File: config.mk
export PLATFORM = sky130hd
export DESIGN_NAME = nels_alu
export DESIGN_NICKNAME = d
export VERILOG_FILES = /design/src/design/nels_pkg.sv /design/src/design/nels_alu.sv
export SDC_FILE = /design/constraint.sdc
export NUM_CORES = 2
export LEC_CHECK = 0
export BUFFER_PORTS_ARGS = -buffer_cell sky130_fd_sc_hd__clkbuf_2
export CAP_MARGIN = 30
export CORE_ASPECT_RATIO = 1.1
export CORE_UTILIZATION = 55
export CTS_BUF_LIST = sky130_fd_sc_hd__clkbuf_8
export DETAILED_ROUTE_END_ITERATION = 6
export PLACE_DENSITY = 0.73
export SYNTH_ARGS = -nofsm -noshare
export SYNTH_HDL_FRONTEND = slang
export SYNTH_SLANG_ARGS = --single-unit
File: constraint.sdc
create_clock -name clk -period 11.65 [get_ports clk]
set_input_delay 0 -clock clk [delete_from_list [all_inputs] [get_ports clk]]
set_output_delay 0 -clock clk [all_outputs]
set_load 0.03 [all_outputs]
File: src/design/nels_pkg.sv
`default_nettype none

package nels_pkg;

    // Q32.32 one
    localparam logic [63:0] Q_ONE = 64'h0000_0001_0000_0000;
    localparam logic [63:0] S64_MAX = 64'h7FFF_FFFF_FFFF_FFFF;
    localparam logic [63:0] S64_MIN = 64'h8000_0000_0000_0000;

    // Shared unit operations
    localparam logic [1:0] OP_EPROD = 2'd0;  // element product, rescaled to Q32.32
    localparam logic [1:0] OP_QMUL  = 2'd1;  // Q32.32 multiply
    localparam logic [1:0] OP_QDIV  = 2'd2;  // Q32.32 divide

    typedef struct packed {
        logic        start;
        logic [1:0]  op;
        logic [63:0] a;
        logic [63:0] b;
    } alu_req_t;

    typedef struct packed {
        logic        busy;
        logic        done;
        logic [63:0] res;
    } alu_rsp_t;

    // Magnitude of a two's complement word; the most negative value gives 2^63
    function automatic logic [63:0] magn(input logic [63:0] v);
        return v[63] ? (~v + 64'd1) : v;
    endfunction

    // Signed result from magnitude and sign, saturated
    function automatic logic [63:0] sat_from(input logic [63:0] mag, input logic neg,
                                             input logic ovf);
        if (neg)
            return (ovf || mag[63]) ? S64_MIN : (~mag + 64'd1);
        return (ovf || mag[63]) ? S64_MAX : mag;
    endfunction

    // Saturating add or subtract
    function automatic logic [63:0] sat_addsub(input logic [63:0] a, input logic [63:0] b,
                                               input logic sub);
        logic [64:0] s;
        s = sub ? ({a[63], a} - {b[63], b}) : ({a[63], a} + {b[63], b});
        if (s[64] != s[63])
            return s[64] ? S64_MIN : S64_MAX;
        return s[63:0];
    endfunction

endpackage

`default_nettype wire

File: src/design/nels_alu.sv
`default_nettype none

// Shared multiply / divide unit. Multiply runs four 32x32 partial products;
// divide is restoring, one quotient bit a cycle.
module nels_alu #(
    parameter int FRAC_BITS = 16
) (
    input  wire logic               clk,
    input  wire logic               rst_n,
    input  wire nels_pkg::alu_req_t req,
    output nels_pkg::alu_rsp_t      rsp
);

    localparam int SH  = 32 - 2 * FRAC_BITS;
    localparam int SHL = (SH > 0) ? SH : 0;
    localparam int SHR = (SH < 0) ? -SH : 0;
    localparam logic [7:0] DIV_STEPS = 8'd128;
    localparam logic [7:0] MUL_LAST  = 8'd5;
    localparam logic [7:0] PP_COUNT  = 8'd4;

    logic         busy_reg;
    logic         done_reg;
    logic [1:0]   op_reg;
    logic [7:0]   cnt_reg;
    logic [63:0]  ua_reg;
    logic [63:0]  ub_reg;
    logic         neg_reg;
    logic [127:0] acc_reg;
    logic [63:0]  pp_reg;
    logic [1:0]   ppsh_reg;
    logic [127:0] num_reg;
    logic [127:0] q_reg;
    logic [63:0]  rem_reg;
    logic [63:0]  res_reg;

    logic         start;
    logic         is_div;
    logic         finish;
    logic [31:0]  a_part;
    logic [31:0]  b_part;
    logic [63:0]  pp_mul;
    logic [127:0] pp_shift;
    logic [64:0]  rs;
    logic         ge;
    logic [63:0]  rem_next;
    logic [127:0] ep_ext;
    logic [63:0]  ep_res;
    logic [63:0]  mul_res;
    logic [63:0]  div_res;

    assign start  = req.start && !busy_reg;
    assign is_div = (op_reg == nels_pkg::OP_QDIV);
    assign finish = busy_reg && (is_div ? (cnt_reg == DIV_STEPS) : (cnt_reg == MUL_LAST));

    // Partial product select: lo*lo, lo*hi, hi*lo, hi*hi
    assign a_part = cnt_reg[1] ? ua_reg[63:32] : ua_reg[31:0];
    assign b_part = cnt_reg[0] ? ub_reg[63:32] : ub_reg[31:0];
    assign pp_mul = a_part * b_part;

    always_comb
    begin
        unique case (ppsh_reg)
            2'd0:    pp_shift = {64'd0, pp_reg};
            2'd3:    pp_shift = {pp_reg, 64'd0};
            default: pp_shift = {32'd0, pp_reg, 32'd0};
        endcase
    end

    // Restoring divide step
    assign rs       = {rem_reg, num_reg[127]};
    assign ge       = rs[64] || (rs[63:0] >= ub_reg);
    assign rem_next = ge ? (rs[63:0] - ub_reg) : rs[63:0];

    // Result formatting
    assign ep_ext  = ({64'd0, acc_reg[63:0]} << SHL) >> SHR;
    assign ep_res  = nels_pkg::sat_from(ep_ext[63:0], neg_reg, |ep_ext[127:64]);
    assign mul_res = nels_pkg::sat_from(acc_reg[95:32], neg_reg, |acc_reg[127:96]);
    assign div_res = nels_pkg::sat_from(q_reg[63:0], neg_reg, |q_reg[127:64]);

    // Control
    always_ff @(posedge clk or negedge rst_n)
    begin
        if (!rst_n)
        begin
            busy_reg <= 1'b0;
            done_reg <= 1'b0;
            op_reg   <= nels_pkg::OP_EPROD;
            cnt_reg  <= '0;
        end
        else
        begin
            done_reg <= finish;
            if (start)
            begin
                busy_reg <= 1'b1;
                op_reg   <= req.op;
                cnt_reg  <= '0;
            end
            else if (finish)
                busy_reg <= 1'b0;
            else if (busy_reg)
                cnt_reg <= cnt_reg + 8'd1;
        end
    end

    // Datapath
    always_ff @(posedge clk)
    begin
        if (start)
        begin
            ua_reg  <= nels_pkg::magn(req.a);
            ub_reg  <= nels_pkg::magn(req.b);
            neg_reg <= req.a[63] ^ req.b[63];
            acc_reg <= '0;
            num_reg <= {32'd0, nels_pkg::magn(req.a), 32'd0};
            q_reg   <= '0;
            rem_reg <= '0;
        end
        else if (finish)
        begin
            unique case (op_reg)
                nels_pkg::OP_EPROD: res_reg <= ep_res;
                nels_pkg::OP_QDIV:  res_reg <= div_res;
                default:            res_reg <= mul_res;
            endcase
        end
        else if (busy_reg && is_div)
        begin
            num_reg <= {num_reg[126:0], 1'b0};
            rem_reg <= rem_next;
            q_reg   <= {q_reg[126:0], ge};
        end
        else if (busy_reg)
        begin
            if (cnt_reg < PP_COUNT)
            begin
                pp_reg   <= pp_mul;
                ppsh_reg <= cnt_reg[1:0];
            end
            if (cnt_reg != 8'd0)
                acc_reg <= acc_reg + pp_shift;
        end
    end

    assign rsp.busy = busy_reg;
    assign rsp.done = done_reg;
    assign rsp.res  = res_reg;

endmodule

`default_nettype wire

Word level (Yosys, flattened, before mapping):

Cells that the tools add are included.

* add/sub/neg operators: 8
* eq/ne operators: 5
* multipliers: 1
* reductions and logical operators: 21
* muxes and demuxes: 29
* magnitude comparators: 2
* bitwise operators: 9

Operators by type and width (number)
* $mux 64: 13
* $add 64x1->64 const B: 5
* $not 64->64: 5
* $mux 96: 3
* $pmux 128 s2: 1
* $add 128x128->128: 1
* $pmux 64 s2: 1
* $mux 63: 2
* $ge 64x64->1: 1
* $mul 32x32->64: 1
* $mux 32: 2
* $reduce_or 64->1: 1
* $sub 64x64->64: 1
* $reduce_or 32->1: 1
* $mux 8: 3
* $add 8x1->8 const B: 1
* $eq 8x3->1 const B: 1
* $eq 8x8->1 const B: 1
* $lt 8x3->1 const B: 1
* $reduce_and 2->1: 4
* $reduce_bool 8->1: 1
* $reduce_bool 2->1: 3
* $reduce_and 5->1: 1
* $eq 2x2->1 const B: 2
* 9 further kinds: 19

* output and inout port bits: 66
* word-level logic and storage cells: 91
* input bits: 133
* flip-flop bits (word level): 687

Logic depth before layout (Yosys ltp):

* word-level depth: 6
* mapped depth: 36

Least setup slack after synthesis:

OpenSTA, ideal clock, no wires.

* path kind: reg-to-reg
* start point: register cnt_reg[1]
* end point: register pp_reg[61] (data pin)
* setup time: 0.269 ns
* path slack: 2.658 ns
* required time: 11.381 ns
* path buffers: 4
* cell stages (with the launch flop): 32
* arrival time: 8.724 ns
* period minus slack after synthesis: 8.992 ns
* path through: dfrtp_1 clkbuf_1 buf_1 mux2i_1 clkbuf_1 nor2_1 fa_1 inv_1 fa_1 inv_1 fa_1 fa_1 fa_1 fa_1 fa_1 inv_1 fa_1 inv_1 ha_1 clkbuf_1 a21o_1 a21o_1 a21oi_1 o21ai_0 a21o_1 a21oi_1 o21ai_0 a21oi_1 o21ai_0 a221oi_1 o31ai_1 xor2_1

* word-level cells in the longest chain between the ends: 2

RTL lines
* start: declaration: line nels_alu.sv:24 `logic [7:0] cnt_reg;`
* start signal: assignment: line nels_alu.sv:102 `cnt_reg <= cnt_reg + 8'd1;`
* $mux 32: line nels_alu.sv:56 `assign a_part = cnt_reg[1] ? ua_reg[63:32] : ua_reg[31:0];`
* $mul 32x32->64: line nels_alu.sv:58 `assign pp_mul = a_part * b_part;`
* net pp_mul[61]: line nels_alu.sv:41 `logic [63:0] pp_mul;`
* end signal: assignment: line nels_alu.sv:137 `pp_reg <= pp_mul;`
* end: declaration: line nels_alu.sv:29 `logic [63:0] pp_reg;`

The timed path passes the listed nets, and every way through them passes these cells.
A chain may end at the register's enable or synchronous reset.

Worst setup path after layout:

* start point: register cnt_reg[0]
* end point: register pp_reg[62] (data pin)

* word-level cells in the longest chain between the ends: 2

RTL lines
* $mux 32: line nels_alu.sv:57 `assign b_part = cnt_reg[0] ? ub_reg[63:32] : ub_reg[31:0];`
* $mul 32x32->64: line nels_alu.sv:58
* net pp_mul[62]: line nels_alu.sv:41

The timed path passes the listed nets, and every way through them passes these cells.

==> metrics.log <==
[metrics] CTS HTree Levels: 3
[metrics] Required @ worst endpoint: 12,320 ps
[metrics] synthesis-to-finish area growth: 10.7%
[metrics] worst stage delay on the critical path: 710 ps
[metrics] initial antenna violation count: 15
[metrics] largest net degree at the start of global routing: 252
[metrics] effective utilization at floorplan: 55.6%
[metrics] synth warn: 0
[metrics] Num CTS Buffers: 117
[metrics] standard cell core area: 142,000 sq um
[metrics] max cap viols: 0
[metrics] worst-case setup slack after placement: 1720 ps
[metrics] RSZ-0062 raised after global routing: no
[metrics] post-synth top area share: 22.7%
[metrics] buffer type at the clock tree root: sky130_fd_sc_hd__clkbuf_8
[metrics] failing checks: design-rule violations
[metrics] drt wl/cell: 26.0 um
[metrics] synthesized instance count: 9,774
[metrics] first-pass GRT wire length: 460,000 um
[metrics] crit path capture type: flop
[metrics] DP Wirelength: 233,000 um
[metrics] cell accounting for the most synthesized area: sky130_fd_sc_hd__fa_1
[metrics] aggregate negative setup slack: 0 ps
[metrics] clock skew: 137 ps
[metrics] class of the tightest hold or removal check: input pin to flop
[metrics] number of cells traversed by the worst register-to-register path: 29
[metrics] cell with the most instances after synthesis: sky130_fd_sc_hd__nand2_1
[metrics] path type of the worst setup path: flop to flop
[metrics] DRC Markers: 13
[metrics] die outline height: 400 um
[metrics] clock network latency to the later pin of the worst-skew pair: 930 ps
[metrics] Die Width: 364 um
[metrics] achievable frequency: 99.8 MHz
[metrics] clock sink total: 687
[metrics] startpoint types: flop
[metrics] cell area after technology mapping: 79,200 sq um
[metrics] portion of the post-synthesis area used by sequential elements: 21.5%
[metrics] Remaining Overflow, GRT: 0
[metrics] register bit total from synthesis: 687
[metrics] number of enable flip-flop cells after synthesis: 323
[metrics] deepest clock path buffer count: 3
[metrics] CTS clock-pin slew for the worst setup and hold paths: 70 ps
[metrics] most frequent cells after synthesis: sky130_fd_sc_hd__nand2_1 (1,732), sky130_fd_sc_hd__inv_1 (1,057), sky130_fd_sc_hd__nor2_1 (984)
[metrics] final cycle utilization of the critical path: 86.0%
[metrics] num ports: 199
[metrics] top area cells in the synthesized netlist: sky130_fd_sc_hd__fa_1 (23%), sky130_fd_sc_hd__edfxtp_1 (12%), sky130_fd_sc_hd__dfxtp_1 (8.9%)
[metrics] data arrival time of the critical path: 10,680 ps
[metrics] number of global-route vias before repair: 73,918
[metrics] net count of the mapped netlist: 11,268
[metrics] GR Util All Layers: 42.5%
[metrics] clock period minus final worst setup slack: 10,020 ps
[metrics] post-detailed-route count of antenna-violating nets: 0
[metrics] mean instance size in the synthesized netlist: 8.11 sq um
[metrics] final setup violation count: 0
[metrics] number of nets in the layout: 11,480
[metrics] worst slew margin relative to its limit: 22.5%
[metrics] slack of the worst reg-to-reg path: 1630 ps
[metrics] die area: 146,000 sq um
[metrics] average via count per standard cell: 6.21
[metrics] number of cell rows: 145
[metrics] number of input and output port buffers inserted: 198
[metrics] number of distinct library cells after synthesis: 83
[metrics] Worst-Margin Slew: 1160 ps
[metrics] Max Fanout on Critical Path: 33
[metrics] fraction of layout instances using a drive strength above 1: 6.78%
[metrics] count of routing violations after the opening detailed-route iteration: 8,193
[metrics] Via Count: 74,617
[metrics] worst hold path depth: 3
[metrics] total detailed-routing wirelength: 312,000 um
[metrics] final estimated routing congestion in global placement: 1.06
[metrics] Setup WS post-layout: 1630 ps
[metrics] number of hold-slack violations in the final timing report: 0
[metrics] max-slew violation total from the final report: 0
[metrics] most numerous cell on the critical path: sky130_fd_sc_hd__fa_1
[metrics] dominant register cell in the synthesized netlist: sky130_fd_sc_hd__dfxtp_1
[metrics] outcome: finished, violations left
[metrics] TritonCTS clock tree: done
[metrics] first-pass detailed-route iteration total: 7
[metrics] Worst path slowest cell: sky130_fd_sc_hd__dfrtp_2
[metrics] fraction of registers with async set or reset after synthesis: 1.75%
what timing repair did:
item	CTS	global route
buffers inserted	0	0
hold buffers	297	0
endpoints found under the hold margin	230	0
resized for setup	0	0
cell families (layout without fill, tap and decap cells):
logic type	after synthesis	after routing	share of synthesized area, %
xor gates and xnor gates	419	419	4.63
adders and majority gates	1361	1361	30.0
DFF	687	687	21.5
and+or+nand+nor	3510	3510	19.0
AOI/OAI and AO/OA	2066	2066	15.7
other	0	14	0
buffers and inverters	1625	1935	7.71
muxes	106	106	1.39
metal layers:
layer  part of all wire, %  GRT usage, %
met1                    36          49.7
met2                    45          67.3
met3                   9.6          9.33
met4                    10          34.7
met5                 0.035             0
cell type report:
| class | count | area [sq um] |
|---|---|---|
| Multi-Input combinational cell | 7462 | 56400 |
| Fill cell | 12431 | 54700 |
| Sequential cell | 687 | 17100 |
| Timing Repair Buffer | 659 | 5370 |
| Inverter | 1059 | 3980 |
| Tap cell | 1911 | 2390 |
| Clock buffer | 131 | 1800 |
| Clock inverter | 86 | 684 |
| Antenna cell | 14 | 35.0 |
critical path, delay by kind of cell (launching register included):
family / cells / cell delay [ps]
buf+inv: 8 / 1110
fa+ha+maj: 9 / 4550
compound gates: 6 / 2480
simple gates: 5 / 780
xor+xnor: 1 / 140
flops: 1 / 710
cell usage in the layout (no fill, tap or decap), types with 120 or more instances in the layout:
cell type,netlist,routed
sky130_fd_sc_hd__o21ai_0,545,542
sky130_fd_sc_hd__edfxtp_1,323,323
sky130_fd_sc_hd__clkbuf_8,0,131
sky130_fd_sc_hd__nand4_1,120,120
sky130_fd_sc_hd__buf_4,2,147
sky130_fd_sc_hd__inv_1,1057,1088
sky130_fd_sc_hd__fa_1,898,898
sky130_fd_sc_hd__xor2_1,136,136
sky130_fd_sc_hd__a21oi_1,724,724
sky130_fd_sc_hd__xnor2_1,283,283
sky130_fd_sc_hd__nand2_1,1732,1730
sky130_fd_sc_hd__dlygate4sd3_1,0,297
sky130_fd_sc_hd__dfxtp_1,352,351
sky130_fd_sc_hd__clkbuf_2,0,198
sky130_fd_sc_hd__a21o_1,149,149
sky130_fd_sc_hd__ha_1,463,462
sky130_fd_sc_hd__nor2_1,984,982
per-stage QoR:
stage	util [%]	instances	hold slack [ps]	cell area [sq um]
global placement	57.5	11462	-24.4	81900
detailed placement	57.7	11476	-13.5	82100
global route	61.6	12004	52.2	87700
finish	61.6	12009	63.8	87700
floorplan	-	9774	-296	79200
CTS	61.5	11990	3.90	87600
final timing paths:
kind	end	start
hold / removal	ub_reg[42]$_DFFE_PP_	req[42]
setup / recovery	pp_reg[62]$_DFFE_PP_	cnt_reg[0]$_DFFE_PN0P_
hold reg to reg	num_reg[108]$_SDFFE_PP0P_	num_reg[107]$_SDFFE_PP0P_
min in group asynchronous	cnt_reg[6]$_DFFE_PN0P_	rst_n
max in group asynchronous	cnt_reg[1]$_DFFE_PN0P_	rst_n
setup reg to reg	pp_reg[62]$_DFFE_PP_	cnt_reg[0]$_DFFE_PN0P_
Power is left out: the tool's default activity adds up to more than one toggle a clock period on the data nets, which glitch-free logic cannot reach.
